File: src/hw/rtl/lbfs_ram.sv
module lbfs_ram #(
  parameter int WIDTH = 8,
  parameter int DEPTH = 64
) (
  input  logic                     clk,
  input  logic                     we,
  input  logic [$clog2(DEPTH)-1:0] addr,
  input  logic [WIDTH-1:0]         wdata,
  output logic [WIDTH-1:0]         rdata
);

  logic [WIDTH-1:0] mem [DEPTH];

  // Single port, registered read.
  always_ff @(posedge clk) begin
    if (we) begin
      mem[addr] <= wdata;
    end
    rdata <= mem[addr];
  end

endmodule

File: config.mk
export PLATFORM = sky130hd
export DESIGN_NAME = lbfs_ram
export DESIGN_NICKNAME = d
export VERILOG_FILES = /design/src/hw/rtl/lbfs_ram.sv
export SDC_FILE = /design/constraint.sdc
export NUM_CORES = 1
export LEC_CHECK = 0
export ABC_AREA = 1
export BUFFER_PORTS_ARGS = -buffer_cell sky130_fd_sc_hd__buf_4
export CAP_MARGIN = 10
export CORE_UTILIZATION = 40
export CTS_CLUSTER_SIZE = 30
export DETAILED_ROUTE_END_ITERATION = 16
export SYNTH_ARGS = -nofsm -noshare
export SYNTH_HDL_FRONTEND = slang
export SYNTH_SLANG_ARGS = --single-unit
File: constraint.sdc
create_clock -name clk -period 2.7 [get_ports clk]
set_clock_uncertainty 0.2 [all_clocks]
set_input_delay 0.135 -clock clk [delete_from_list [all_inputs] [get_ports clk]]
set_output_delay 0.135 -clock clk [all_outputs]
set_load 0.01 [all_outputs]
==> flow_metrics.env <==
export IMPL_synth_top_area_cell="edfxtp_1"
export IMPL_fin_crit_ns=2.51
export IMPL_syn_area_mm2=0.0220
export IMPL_ys_types=22
export IMPL_reg2reg_slack_ns=0.53
export IMPL_sw_frac_of_total=0.221
export IMPL_r2r_end="rdata[6]"
export IMPL_post_cts_resized=0
export IMPL_r2r_start="mem[39][6]"
export IMPL_postPlaceCellArea_mm2=0.0233
export IMPL_cp_end_kind="register"
export IMPL_critPathKind="primary input to register"
export IMPL_drc=0
export IMPL_num_vias=14700
export IMPL_power_switching_w=0.00382
export IMPL_status="finished clean"
export IMPL_htreeDepth=2
export IMPL_ys_ff_latch=520
export IMPL_path_common_cell="nand2_1"
export IMPL_finalWorstSetupSlack_ns=0.190
export IMPL_die_area_mm2=0.0561
export IMPL_grt_max_degree=117
export IMPL_crit_start="addr[2]"
export IMPL_synth_top_area_share=0.697
export IMPL_pre_cts_ws_ns=0.327
export IMPL_p_comb_frac=0.062
export IMPL_syn_avg_cell_area_um2=10.2
export IMPL_power_share_sequential=0.518
export IMPL_die_width_um=237
export IMPL_cts_tree="built"
export IMPL_setup_worst_path_end="rdata[6]"
export IMPL_ant_nets=0
export IMPL_syn_inst=2167
export IMPL_post_cts_setup_buffers=0
export IMPL_dpl_hpwl_um=31500
export IMPL_drv_slew=0
export IMPL_diodes=0
export IMPL_cts_sinks=520
export IMPL_cp_required_ns=3.05
export IMPL_area_growth_pct=13.9
export IMPL_gp_congestion=0.821
export IMPL_drtIter0Drc=1257
export IMPL_clock_power_share=0.420
export IMPL_hold_buffers=13
export IMPL_clkTransAtPathRegs_ns=0.06
export IMPL_io_pins=24
export IMPL_portBuffers=23
export IMPL_p_leak_nw=10.5
export IMPL_setup_tns_ns=0
export IMPL_crit_chain="dlygate4sd3_1 -> buf_4 -> inv_2 -> buf_4 -> nand2_1 -> nand2_1 -> nand2_1 -> nand2_1 -> nor2_1 -> nand2_1 -> dlygate4sd3_1"
export IMPL_layout_drive_gt1_share=0.0893
export IMPL_arrival_ns=2.86
export IMPL_worst_setup_path_start_kind="primary input"
export IMPL_hp_start="wdata[1]"
export IMPL_clock_path_buffers=3
export IMPL_hold_viol=0
export IMPL_clock_latency_ns=0.62
export IMPL_initial_core_util=0.407
export IMPL_syn_nets=2183
export IMPL_ir_worst_vdd_mv=0.446
export IMPL_cap_violations=0
export IMPL_routedWlPerCell_um=18.2
export IMPL_grt_pass1_wl_um=84200
export IMPL_grt_pass1_vias=14400
export IMPL_die_height_um=237
export IMPL_viasPerCell=4.94
export IMPL_max_stage_delay_ns=0.63
export IMPL_yosysSeqAreaShare=0.705
export IMPL_power_internal_w=0.0135
export IMPL_critPathBufInv=5
export IMPL_min_period_over_period=0.929
export IMPL_antenna_found_initial=0
export IMPL_core_mm2=0.0541
export IMPL_grtUsageTotal=0.196
export IMPL_crit_family="buffers and inverters"
export IMPL_rsz0062_at_grt="no"
export IMPL_root_buffer="clkbuf_16"
export IMPL_max_freq_ghz=0.398
export IMPL_hold_path_class="primary input to register"
export IMPL_critPathSlowestCell="buf_4"
export IMPL_worst_pin_slew_ns=0.945
export IMPL_crit_cells=11
export IMPL_synthTopCellsByArea="edfxtp_1 (70%), nand2_1 (24%), nor2_1 (1.5%), buf_2 (1.2%), buf_6 (0.77%)"
export IMPL_nets=2260
export IMPL_maxSlewHeadroom=0.370
export IMPL_ys_warn_count=0
export IMPL_numCtsBuffers=52
export IMPL_rows=85
export IMPL_overflow=0
export IMPL_finalSetupViolations=0
export IMPL_ff2ff_path_depth=8
export IMPL_finalInstanceArea_mm2=0.0251
export IMPL_wl_um=54200
export IMPL_path_max_fanout=60
export IMPL_power_density_mw_per_mm2=689
export IMPL_dr_pass1_iters=5
==> synth_stat cells <==
cell type,n
buf_6,15
edfxtp_1,512
nor2_1,87
clkinv_1,1
nor2_2,2
nand3_1,13
buf_1,4
o21ai_0,1
nand2_1,1384
nor4_1,2
nand4_1,2
inv_1,25
dfxtp_1,8
inv_2,4
o21ai_1,6
nor3_2,8
buf_2,52
buf_4,7
o211ai_1,5
or2_2,3
clkbuf_1,23
or2_1,3
==> registers in the layout, indices dropped and copies added (netlist names) <==
| register | flops |
|---|---|
| mem | 512 |
| rdata | 8 |
==> final cells by class <==
type | instances | area, um^2
Inverter | 30 | 120
Multi-Input combinational cell | 1516 | 5810
Clock buffer | 68 | 1410
Fill cell | 5005 | 29000
Clock inverter | 26 | 308
Tap cell | 696 | 871
Timing Repair Buffer | 124 | 1040
Sequential cell | 520 | 15500
==> cell usage in the layout (no fill, tap or decap), types with 3 or more instances in the layout <==
| cell | n |
|---|---|
| nand3_1 | 13 |
| clkbuf_8 | 6 |
| or2_1 | 3 |
| edfxtp_1 | 512 |
| clkinv_2 | 7 |
| o21ai_1 | 6 |
| nor3_2 | 8 |
| clkbuf_16 | 52 |
| clkinv_1 | 8 |
| inv_2 | 3 |
| clkbuf_1 | 11 |
| buf_12 | 6 |
| nand2_1 | 1384 |
| dlygate4sd3_1 | 13 |
| nor2_1 | 87 |
| inv_1 | 25 |
| o211ai_1 | 5 |
| or2_2 | 3 |
| buf_4 | 104 |
| dfxtp_1 | 8 |
| bufinv_16 | 6 |
==> stage by stage <==
| step | hold slack [ns] | power, W | instances | util |
|---|---|---|---|---|
| floorplan | 0.0339 | 0.00974 | 2167 | - |
| global placement | 0.377 | 0.0102 | 2873 | 0.430 |
| detailed placement | 0.376 | 0.0102 | 2873 | 0.430 |
| CTS | 0.00239 | 0.0175 | 2980 | 0.464 |
| global route | 0.0164 | 0.0179 | 2980 | 0.464 |
| finish | 0.0162 | 0.0173 | 2980 | 0.464 |
==> cells by family after synthesis <==
family	share of synthesized area
AND/OR/NAND/NOR	0.260
flip-flops	0.705
buffers and inverters	0.0316
AO/OA/AOI/OAI	0.00329
==> worst reg2reg max path, stage by stage, from the launching register on <==
cell and delay [ns]:
edfxtp_1 0.34, or2_2 0.30, nand2_1 0.06, nand2_1 0.07, o21ai_1 0.21, nand2_1 0.08, nor2_1 0.16, nand2_1 0.08
dlygate4sd3_1 0.56
==> power by group through the flow <==
stage / combinational (W) / sequential (W) / clock [W]
final: 0.00107 / 0.00896 / 0.00727
after global routing: 0.00120 / 0.00897 / 0.00771
after CTS: 0.00109 / 0.00897 / 0.00740
after detailed placement: 0.00106 / 0.00914 / 0
after global placement: 0.00105 / 0.00914 / 0
after floorplan: 0.000610 / 0.00913 / 0
==> layer usage <==
layer	up-vias	part of all wire	global-route usage
met4	0	0.023	0.0543
met1	7067	0.44	0.273
met2	421	0.47	0.320
met5	-	0	0
met3	89	0.062	0.0305
li1	7155	-	-
==> worst min path at each step <==
stage                 endpoint  slack, ns  cells past startpoint
floorplan            mem[0][0]       0.03                      0
global placement      rdata[4]       0.38                      1
detailed placement    rdata[4]       0.38                      1
CTS                 mem[40][1]      0.002                      1
global route        mem[41][1]       0.02                      1
finish              mem[41][1]       0.02                      1
Note: power is estimated with default switching activity, not from simulation.
